### src/design/fpst_pkg.sv
// ----------------------------------------------------------------------------
// fpst_pkg
// Shared types and constants of the Fenwick prefix-sum table core.
// ----------------------------------------------------------------------------
package fpst_pkg;

	localparam int ENT_W  = 11;
	localparam int POS_W  = 10;
	localparam int DATA_W = 32;

	typedef enum logic [1:0] {
		OP_ADD   = 2'd0,
		OP_SET   = 2'd1,
		OP_QUERY = 2'd2,
		OP_CLEAR = 2'd3
	} op_t;

	typedef struct packed {
		op_t                      opcode;
		logic [POS_W-1:0]         position;
		logic [POS_W-1:0]         range_low;
		logic signed [DATA_W-1:0] amount;
	} req_t;

	typedef struct packed {
		logic signed [DATA_W-1:0] sum;
		logic                     index_error;
	} res_t;

	typedef enum logic [7:0] {
		ST_IDLE   = 8'b0000_0001,
		ST_WALK_A = 8'b0000_0010,
		ST_WALK_B = 8'b0000_0100,
		ST_DRAIN  = 8'b0000_1000,
		ST_CALC   = 8'b0001_0000,
		ST_UPD    = 8'b0010_0000,
		ST_CLR    = 8'b0100_0000,
		ST_DONE   = 8'b1000_0000
	} state_t;

endpackage

### src/design/fpst_walk_ctrl.sv
// ----------------------------------------------------------------------------
// fpst_walk_ctrl
// Sequencer for node walks: prefix reads, read-modify-write update, clear sweep.
// ----------------------------------------------------------------------------
module fpst_walk_ctrl
	import fpst_pkg::*;
#(
	parameter int MAX_ENTRIES = 1024,
	parameter int AW          = 10
) (
	input  logic              clk,
	input  logic              arst_n,
	input  logic              start,
	input  req_t              req,
	output logic              ready,
	input  logic [ENT_W-1:0]  entries,
	input  logic              res_ready,
	output logic              res_valid,
	output res_t              res,
	output logic              wr_en,
	output logic [AW-1:0]     wr_addr,
	output logic [DATA_W-1:0] wr_data,
	output logic              rd_en,
	output logic [AW-1:0]     rd_addr,
	input  logic [DATA_W-1:0] rd_data
);

	localparam int NB = $clog2(MAX_ENTRIES + 1);
	localparam int NW = ((NB > ENT_W) ? NB : ENT_W) + 1;
	localparam logic [AW-1:0] LAST_ADDR = AW'(MAX_ENTRIES - 1);

	state_t            state_q;
	logic [NW-1:0]     node_q;
	logic [AW-1:0]     clr_q;
	logic              item_q;
	logic              pend_s1;
	logic              upd_s1;
	logic              neg_s1;
	logic [AW-1:0]     waddr_s1;
	req_t              req_q;
	logic              err_q;
	logic [DATA_W-1:0] acc_q;
	logic [DATA_W-1:0] delta_q;

	logic [NW-1:0]     lowbit;
	logic [NW-1:0]     node_dn;
	logic [NW-1:0]     node_up;
	logic [NW-1:0]     start_a;
	logic [NW-1:0]     start_b;
	logic              in_err;
	logic              upd_live;
	logic [DATA_W-1:0] diff;

	always_comb begin
		lowbit   = node_q & (~node_q + NW'(1));
		node_dn  = node_q - lowbit;
		node_up  = node_q + lowbit;
		start_a  = NW'(req_q.position) + NW'(1);
		start_b  = (req_q.opcode == OP_QUERY) ? NW'(req_q.range_low) : NW'(req_q.position);
		upd_live = node_q <= NW'(entries);
		diff     = DATA_W'(req_q.amount) - acc_q;
		in_err   = ({1'b0, req.position} >= entries) ||
		           ((req.opcode == OP_QUERY) && ({1'b0, req.range_low} >= entries));
		rd_addr  = AW'(node_q - NW'(1));
		rd_en    = (state_q == ST_WALK_A) || (state_q == ST_WALK_B) ||
		           ((state_q == ST_UPD) && upd_live);
		wr_en    = upd_s1 || (state_q == ST_CLR);
		wr_addr  = (state_q == ST_CLR) ? clr_q : waddr_s1;
		wr_data  = (state_q == ST_CLR) ? '0 : rd_data + delta_q;
		ready    = state_q == ST_IDLE;
		res_valid       = (state_q == ST_DONE) && res_ready;
		res.sum         = (req_q.opcode == OP_QUERY) ? $signed(acc_q) : '0;
		res.index_error = err_q;
	end

	always_ff @(posedge clk or negedge arst_n) begin
		if (!arst_n) begin
			state_q <= ST_CLR;
			node_q  <= '0;
			clr_q   <= '0;
			item_q  <= 1'b0;
			pend_s1 <= 1'b0;
			upd_s1  <= 1'b0;
		end else begin
			pend_s1 <= (state_q == ST_WALK_A) || (state_q == ST_WALK_B);
			upd_s1  <= (state_q == ST_UPD) && upd_live;
			unique case (state_q)
				ST_IDLE: begin
					if (start) begin
						item_q <= 1'b1;
						node_q <= NW'(req.position) + NW'(1);
						clr_q  <= '0;
						if (req.opcode == OP_CLEAR) begin
							state_q <= ST_CLR;
						end else if (in_err) begin
							state_q <= ST_DONE;
						end else if (req.opcode == OP_ADD) begin
							state_q <= (req.amount == '0) ? ST_DONE : ST_UPD;
						end else begin
							state_q <= ST_WALK_A;
						end
					end
				end
				ST_WALK_A: begin
					if (node_dn == '0) begin
						node_q  <= start_b;
						state_q <= (start_b == '0) ? ST_DRAIN : ST_WALK_B;
					end else begin
						node_q <= node_dn;
					end
				end
				ST_WALK_B: begin
					node_q <= node_dn;
					if (node_dn == '0) begin
						state_q <= ST_DRAIN;
					end
				end
				ST_DRAIN: begin
					state_q <= (req_q.opcode == OP_QUERY) ? ST_DONE : ST_CALC;
				end
				ST_CALC: begin
					node_q  <= start_a;
					state_q <= (diff == '0) ? ST_DONE : ST_UPD;
				end
				ST_UPD: begin
					if (upd_live) begin
						node_q <= node_up;
					end else begin
						state_q <= ST_DONE;
					end
				end
				ST_CLR: begin
					clr_q <= clr_q + AW'(1);
					if (clr_q == LAST_ADDR) begin
						state_q <= item_q ? ST_DONE : ST_IDLE;
					end
				end
				ST_DONE: begin
					if (res_ready) begin
						item_q  <= 1'b0;
						state_q <= ST_IDLE;
					end
				end
				default: state_q <= ST_IDLE;
			endcase
		end
	end

	always_ff @(posedge clk) begin
		neg_s1   <= state_q == ST_WALK_B;
		waddr_s1 <= rd_addr;
		if (pend_s1) begin
			acc_q <= neg_s1 ? acc_q - rd_data : acc_q + rd_data;
		end
		if (state_q == ST_CALC) begin
			delta_q <= diff;
		end
		if (start && (state_q == ST_IDLE)) begin
			req_q   <= req;
			err_q   <= in_err && (req.opcode != OP_CLEAR);
			acc_q   <= '0;
			delta_q <= DATA_W'(req.amount);
		end
	end

endmodule
### config.mk
export PLATFORM = sky130hd
export DESIGN_NAME = fpst_walk_ctrl
export DESIGN_NICKNAME = d
export VERILOG_FILES = /design/src/design/fpst_pkg.sv /design/src/design/fpst_walk_ctrl.sv
export SDC_FILE = /design/constraint.sdc
export NUM_CORES = 1
export LEC_CHECK = 0
export BUFFER_PORTS_ARGS = -buffer_cell sky130_fd_sc_hd__clkbuf_2
export CORE_MARGIN = 2
export CORE_UTILIZATION = 40
export CTS_BUF_LIST = sky130_fd_sc_hd__clkbuf_4
export DETAILED_ROUTE_END_ITERATION = 6
export PLACE_DENSITY = 0.66
export SLEW_MARGIN = 20
export SYNTH_ARGS = -nofsm -noshare
export SYNTH_HDL_FRONTEND = slang
export SYNTH_SLANG_ARGS = --single-unit
### constraint.sdc
create_clock -name clk -period 12.55 [get_ports clk]
set_clock_uncertainty 0.1 [all_clocks]
set_input_delay 0 -clock clk [delete_from_list [all_inputs] [get_ports clk]]
set_output_delay 0 -clock clk [all_outputs]
set_load 0.1 [all_outputs]
==> results.json, run 1 <==
{
  "status": "completed",
  "crit_buf_inv": 3,
  "postSynthAreaPerCell_um2": 8.224,
  "grt_usage_pct": 24.93,
  "ys_warn_count": 0,
  "netlist.area_leader.share_pct": 18.26,
  "ff_latch_area_mm2": 0.004302,
  "final_hold_viol_count": 0,
  "syn_area_mm2": 0.01431,
  "place_inst": 2339,
  "rsz0062_at_grt": "no",
  "chipWidth_um": 193.1,
  "clock_latency_ps": 620,
  "core_area_mm2": 0.03540,
  "gp_congestion": 0.9331,
  "synth_seq_cells": 163,
  "fin_crit_sh_pct": 38.87,
  "tns_ps": 0,
  "cts_buffers": 17,
  "drive_gt1_share_pct": 13.39,
  "period_needed_ps": 4879,
  "worstPathArrival_ps": 5270,
  "cts_tree": "yes",
  "num_vias": 14050,
  "ys.flop_type": "edfxtp_1",
  "async_flop_share_pct": 20.25,
  "multiInputGateArea_mm2": 0.009434,
  "mostFrequentLayoutCells": "nor2_1, clkbuf_2, nand2_1",
  "grt_max_degree": 73,
  "synthCells": 1740,
  "critPathCaptureType": "flop",
  "fmax_mhz": 205.0,
  "clockRootBuffer": "clkbuf_4",
  "routed_wl_um": 46950,
  "path_class": "in -> reg",
  "crit_required_ps": 12940,
  "io_pins": 190,
  "die-area_mm2": 0.03730,
  "firstDrtPassIters": 5,
  "cp-start-kind": "input port",
  "slew-limit-headroom_pct": 38.55,
  "grt.overflow.total": 0,
  "hpwl_um": 35760,
  "crit_family": "simple AND/OR/NAND/NOR gates",
  "cts_resized": 0,
  "drv_cap": 0,
  "htreeDepth": 4,
  "io_buffers": 189,
  "ys_types": 86,
  "fillers": 3469,
  "synth_edf_count": 87,
  "vias_per_cell": 5.720,
  "slew_violations": 0,
  "ant_nets": 0,
  "synth_nets": 1979,
  "start_util_pct": 40.43,
  "rows": 69,
  "yosysTopAreaCell": "edfxtp_1",
  "final_cells": 2456,
  "cp_slowest_cell": "nor3b_1",
  "cp_common_cell": "o21ai_0",
  "synth_area_leaders": "edfxtp_1, ha_1, dfxtp_1",
  "critPathMaxStageDelay_ps": 660,
  "wire_per_inst_um": 19.12,
  "nets": 2220,
  "drc": 0,
  "first_iter_violations": 1130,
  "cts_buffer_depth": 2,
  "grt_pass1_vias": 13310,
  "area_delta_synth_final_pct": 17.71,
  "cp_cell_sequence": "dlygate4sd3_1, clkbuf_2, inv_1, ha_1, nand2b_1, or4_1, nor2_1, nand3b_1, nor3b_1, and2_1, nor2_1, xnor2_1, ha_1, a21oi_1, o21ai_0, o21ai_0, nand2b_1, a21oi_1, o31ai_1, a211o_1, o31ai_1, o21ai_0, nor3b_1",
  "setup-violations-final": 0,
  "worstMarginPinSlew_ps": 919.1,
  "clkTransAtPathRegs_ps": 160,
  "die_h_um": 193.1,
  "path_max_fanout": 7,
  "grt_pass1_wl_um": 71750,
  "yosysSeqAreaShare_pct": 30.05,
  "antenna_found_initial": 1,
  "hold_class": "in -> reg",
  "cts.sinks": 163
}
## final cells by class
| cell class | instances | area share, % |
|---|---|---|
| Clock inverter | 15 | 1.144 |
| Timing Repair Buffer | 284 | 11.16 |
| Inverter | 87 | 1.954 |
| Sequential cell | 163 | 25.54 |
| Clock buffer | 17 | 0.7577 |
| Antenna cell | 1 | 0.01486 |
| Multi-Input combinational cell | 1428 | 56.01 |
| Tap cell | 461 | 3.424 |
## path summary, 6_finish.rpt
path | cells after the start | end | start | slack [ps]
max | 23 | acc_q[31] | rd_data[0] | 7670
min | 2 | req_q[32] | req[32] | 40
max reg2reg | 15 | state_q[2] | node_q[0] | 7840
min reg2reg | 2 | acc_q[17] | acc_q[17] | 400
max in group asynchronous | 4 | pend_s1 | arst_n | 11690
min in group asynchronous | 3 | state_q[6] | arst_n | 430
## flip-flops by register name, indices dropped and copies added, names as in the netlist, 8 cells and up
| signal | cells |
|---|---|
| req_q | 54 |
| acc_q | 32 |
| delta_q | 32 |
| node_q | 12 |
| clr_q | 10 |
| waddr_s1 | 10 |
| state_q | 8 |
## per-stage QoR
stage / cell area (um^2) / setup WS, ps / hold WS [ps] / util [%]
finish: 16840 / 7671 / 35.13 / 47.59
global route: 16840 / 7405 / 20.53 / 47.59
CTS: 16840 / 7780 / 0.1715 / 47.58
detailed placement: 15670 / 7633 / 81.20 / 44.27
global placement: 15670 / 7737 / 76.79 / 44.27
floorplan: 14310 / 7910 / -395.6 / -
## Yosys cell counts, types with 5 or more instances
library cell and n:
o21a_1 21, o21ai_0 108, a21oi_1 159, nor2_1 189, and4_1 6, nand3_1 42
xnor2_1 92, o22ai_1 8, edfxtp_1 87, dfrtp_1 32, dfxtp_1 43, nor4_1 16
or3_1 11, o211ai_1 9, nand3b_1 7, and3_1 16, a2111oi_0 8, nand2b_1 23
ha_1 135, mux2i_1 38, nand2_1 184, and2_1 7, o21bai_1 19, nand4_1 22
or2_2 7, inv_1 84, o221ai_1 5, nor3_1 41, nor2b_1 21, nor3b_1 11
mux2_2 6, a31oi_1 22, xor2_1 40, a21o_1 50, o31ai_1 11, a211oi_1 17
nor4b_1 5, clkbuf_1 56
## cell families (layout without fill, tap and decap cells)
group,count (synthesis),count (layout),synth area share (%)
xor+xnor,133,133,8.193
fa+ha+maj,138,138,12.22
simple gates,627,627,20.93
compound gates,486,486,21.38
buf+inv,149,403,4.092
other cells,0,1,0
mux,44,44,3.130
flops,163,163,30.05
## repair_timing
| item | in CTS | in global routing |
|---|---|---|
| setup buffers | 0 | 0 |
| endpoints found under the hold margin | 145 | 0 |
| hold buffers | 84 | 0 |
## metal layers
layer / vias to the layer above / track usage (%) / wire (um)
met5: - / 0 / 0
met4: 0 / 10.40 / 1769
met3: 88 / 2.950 / 2250
met2: 477 / 41.68 / 21910
met1: 6678 / 32.64 / 21020
li1: 6805 / - / -
Power of run 1 is left out: the tool's default activity adds up to more than one toggle a clock period on the data nets, which glitch-free logic cannot reach.
==> run 2: changes to the inputs <==
==> constraint.sdc (replaced) <==
create_clock -name clk -period 4.8 [get_ports clk]
set_clock_uncertainty 0.1 [all_clocks]
set_input_delay 0 -clock clk [delete_from_list [all_inputs] [get_ports clk]]
set_output_delay 0 -clock clk [all_outputs]
set_load 0.1 [all_outputs]
==> results.json, run 2 (synthesized netlist as in run 1, its figures left out) <==
{
  "io_buffers": 189,
  "grt_max_degree": 63,
  "cts.sinks": 163,
  "dpl_cell_area_mm2": 0.01579,
  "crit_required_ps": 4700,
  "largest_reg_flops": 54,
  "grt_pass1_vias": 13560,
  "tns_ps": 0,
  "clkTransAtPathRegs_ps": 160,
  "path_max_fanout": 4,
  "drive_gt1_share_pct": 14.16,
  "firstDrtPassIters": 5,
  "start_util_pct": 40.43,
  "gp_congestion": 0.9415,
  "dp_slack_ps": 391.7,
  "path_class": "reg -> out",
  "mostFrequentLayoutCells": "nor2_1, clkbuf_2, nand2_1",
  "drc": 0,
  "core_area_mm2": 0.03540,
  "clock_latency_ps": 620,
  "rows": 69,
  "fin_crit_sh_pct": 92.67,
  "grt_pass1_wl_um": 72860,
  "max_flop_register": "req_q",
  "routed_wl_um": 47550,
  "hold_class": "in -> reg",
  "period_needed_ps": 4448,
  "slew-limit-headroom_pct": 42.11,
  "die_h_um": 193.1,
  "worstMarginPinSlew_ps": 860.3,
  "top_regs": "req_q (54), acc_q (32), delta_q (32)",
  "fin_area_mm2": 0.01687,
  "cts_tree": "yes",
  "drv_cap": 0,
  "clockRootBuffer": "clkbuf_4",
  "area_delta_synth_final_pct": 17.92,
  "num_vias": 13970,
  "hpwl_um": 36620,
  "io_pins": 190,
  "grt.overflow.total": 0,
  "final_hold_viol_count": 0,
  "slew_violations": 0,
  "first_iter_violations": 1211,
  "cts_buffers": 17,
  "setup-violations-final": 0,
  "antenna_found_initial": 1,
  "nets": 2225,
  "layout_commonest_cell": "nor2_1",
  "finalWorstSetupSlack_ps": 351.7,
  "fmax_mhz": 224.8,
  "cp-start-kind": "flop",
  "worstPathArrival_ps": 4350,
  "cts_buffer_depth": 2,
  "chipWidth_um": 193.1,
  "ant_nets": 0,
  "status": "completed",
  "vias_per_cell": 5.674,
  "htreeDepth": 4,
  "fillers": 3497,
  "die-area_mm2": 0.03730,
  "wire_per_inst_um": 19.32,
  "rsz0062_at_grt": "no",
  "postCtsSetupRepairBufs": 0,
  "grt_usage_pct": 25.32,
  "critPathCaptureType": "output port"
}
[run 2: changes by cell type in the layout (fill, tap and decap cells not counted), sizes merged]
cell	previous run	this run
clkbuf	206	208
inv	94	88
clkinv	3	5
diode	1	2
buf	12	26
clkinvlp	2	4
dlygate4sd3	83	74
[run 2: routing by layer]
metal / vias up / share of wire (%) / routed length (um) / GRT usage [%]
met4: 0 / 3.7 / 1758 / 10.64
met5: - / 0 / 0 / 0
met3: 82 / 5.4 / 2569 / 2.896
li1: 6808 / - / - / -
met2: 496 / 46 / 21980 / 42.06
met1: 6584 / 45 / 21240 / 33.42
[run 2: path summary, 6_finish.rpt]
check | cells past startpoint | start | endpoint | slack [ps]
min reg2reg | 2 | acc_q[17] | acc_q[17] | 420
max | 13 | delta_q[1] | wr_data[31] | 350
max reg2reg | 15 | node_q[0] | state_q[2] | 400
min in group asynchronous | 3 | arst_n | state_q[6] | 410
min | 6 | rd_data[15] | acc_q[15] | 40
max in group asynchronous | 4 | arst_n | pend_s1 | 3960
[run 2: layout make-up]
type                    count  area (um^2)  area share [%]
repair buffers            289         1912           11.33
inverters                  87        329.1           1.950
well taps                 461        576.8           3.418
clock buffers              19        142.6          0.8453
multi-input cells        1428         9447           55.98
clock inverters            13        160.2          0.9491
flip-flops and latches    163         4302           25.49
diodes                      2        5.005         0.02966
[run 2: metrics by stage]
stage               utilization [%]  instances  hold slack (ps)
finish                        47.67       2462            44.45
global route                  47.67       2462            11.63
CTS                           47.61       2460            1.008
detailed placement            44.60       2353            98.22
global placement              44.60       2353            79.60
floorplan                         -       1740           -395.6
[run 2: worst max-delay path, cell delays in order (launching register included)]
cell and delay [ps]:
edfxtp_1 460, ha_1 310, a211oi_1 310, o21bai_1 160, a311o_1 430, a31o_2 320
nand4_1 140, a31oi_1 220, a2111oi_1 500, o21bai_1 150, a21oi_1 220, xnor2_1 90
nor2_1 80, clkbuf_4 330
[run 2: timing repair]
| action | 4_1_cts | 5_1_grt |
|---|---|---|
| resized for setup | 1 | 5 |
| hold buffers | 75 | 0 |
| endpoints found under the setup margin | 1 | 5 |
| hold endpoints to repair | 162 | 0 |
Power of run 2 is left out for the same reason.
==> run 3: changes to the inputs <==
--- a/config.mk
+++ b/config.mk
@@ -11,6 +11,7 @@
 export CTS_BUF_LIST = sky130_fd_sc_hd__clkbuf_4
 export DETAILED_ROUTE_END_ITERATION = 6
 export PLACE_DENSITY = 0.66
+export RECOVER_POWER = 50
 export SLEW_MARGIN = 20
 export SYNTH_ARGS = -nofsm -noshare
 export SYNTH_HDL_FRONTEND = slang
==> results.json, run 3 (synthesized netlist as in run 1, its figures left out) <==
{
  "max_flop_register": "req_q",
  "die-area_mm2": 0.03730,
  "maxUsedRoutingLayer": "met4",
  "status": "finished with violations",
  "core_area_mm2": 0.03540,
  "largest_reg_flops": 54,
  "grt.overflow.total": 0,
  "ff_latch_area_mm2": 0.004302,
  "dpl_cell_area_mm2": 0.01579,
  "grt_max_degree": 63,
  "clock_latency_ps": 620,
  "die_h_um": 193.1,
  "rows": 69,
  "io_buffers": 189,
  "tns_ps": 0,
  "firstDrtPassIters": 5,
  "wl_met1_um": 21190,
  "first_iter_violations": 1138,
  "antenna_found_initial": 1,
  "htreeDepth": 4,
  "slew-limit-headroom_pct": -37.36,
  "wl_met2_um": 21920,
  "grt_usage_pct": 25.32,
  "cts_tree": "yes",
  "clkTransAtPathRegs_ps": 160,
  "fillers": 3553,
  "routed_wl_um": 47480,
  "chipWidth_um": 193.1,
  "critPathCaptureType": "output port",
  "mostFrequentLayoutCells": "nor2_1, nand2_1, a21oi_1",
  "fmax_mhz": 225.2,
  "r2r_slack_ps": 360,
  "cp_slowest_cell": "edfxtp_1",
  "clockRootBuffer": "clkbuf_4",
  "nets": 2225,
  "crit_buf_inv": 2,
  "worstMarginPinSlew_ps": 2060,
  "multiInputGateArea_mm2": 0.009438,
  "final_hold_viol_count": 0,
  "wl_met3_um": 2593,
  "wire_per_inst_um": 19.29,
  "drive_gt1_share_pct": 8.904,
  "slew_violations": 33,
  "layout_commonest_cell": "nor2_1",
  "cts.sinks": 163,
  "vias_per_cell": 5.669,
  "hpwl_um": 36620,
  "ant_nets": 0,
  "grt_pass1_vias": 13560,
  "crit_required_ps": 4700,
  "finish.utilization_pct": 47.17,
  "critPathMaxStageDelay_ps": 390,
  "fin_crit_sh_pct": 92.53,
  "area_delta_synth_final_pct": 16.67,
  "rsz0062_at_grt": "no",
  "postCtsSetupRepairBufs": 0,
  "period_needed_ps": 4441,
  "cts_buffer_depth": 2,
  "setup-violations-final": 0,
  "gp_congestion": 0.9415,
  "grt_pass1_wl_um": 72860,
  "cp-start-kind": "flop",
  "drc": 0,
  "path_max_fanout": 3,
  "crit_family": "compound AO/OA/AOI/OAI gates",
  "violations": "max-capacitance violations, max-slew violations",
  "whs_ps": 45.53,
  "cp_cell_sequence": "ha_1, inv_1, fa_1, nor2b_1, o2111a_1, nor4_2, o21ai_0, a31oi_1, o21ai_0, a2111oi_0, nor3_1, a31oi_1, xor2_1, nor2_1, clkbuf_4",
  "fin_area_mm2": 0.01670,
  "top_regs": "req_q (54), acc_q (32), delta_q (32)",
  "hold_class": "in -> reg",
  "drv_cap": 2,
  "path_class": "reg -> out",
  "start_util_pct": 40.43,
  "num_vias": 13960,
  "worstPathArrival_ps": 4340,
  "cts_buffers": 17,
  "io_pins": 190
}
## run 3: per-layer routing
| metal | GRT usage (%) | vias up |
|---|---|---|
| met5 | 0 | - |
| met4 | 10.64 | 0 |
| met3 | 2.896 | 85 |
| met2 | 42.06 | 482 |
| met1 | 33.42 | 6584 |
| li1 | - | 6806 |
## run 3: worst paths after layout
kind,end,startpoint,cells past startpoint
worst max-delay path,wr_data[30],delta_q[0],15
worst min-delay path,acc_q[1],rd_data[1],5
worst max register to register,delta_q[3],state_q[1],8
worst min register to register,acc_q[17],acc_q[17],2
max in group asynchronous,pend_s1,arst_n,4
min in group asynchronous,state_q[6],arst_n,3
## run 3: worst min-delay path: stages
cell,delay (ps)
clkbuf_2,110
mux2i_1,270
fa_1,220
mux2i_1,60
nor2_1,70
## run 3: repair_timing
item,in CTS,in global routing
setup endpoints to repair,1,5
hold buffers,75,0
endpoints found under the hold margin,162,0
gates resized for setup,1,5
## run 3: metrics by stage
stage          std cells  setup slack [ps]
6_report            2462             358.5
5_1_grt             2462             15.84
3_3_place_gp        2353             440.1
4_1_cts             2460             93.96
2_1_floorplan       1740             159.8
3_5_place_dp        2353             391.7
## run 3: cell type report
type,instances,share of cell area [%]
multi-input cells,1428,56.53
flip-flops and latches,163,25.76
repair buffers,289,10.45
well taps,461,3.455
inverters,87,1.963
clock inverters,13,0.9592
clock buffers,19,0.8543
diodes,2,0.02998
Power of run 3 is left out for the same reason.
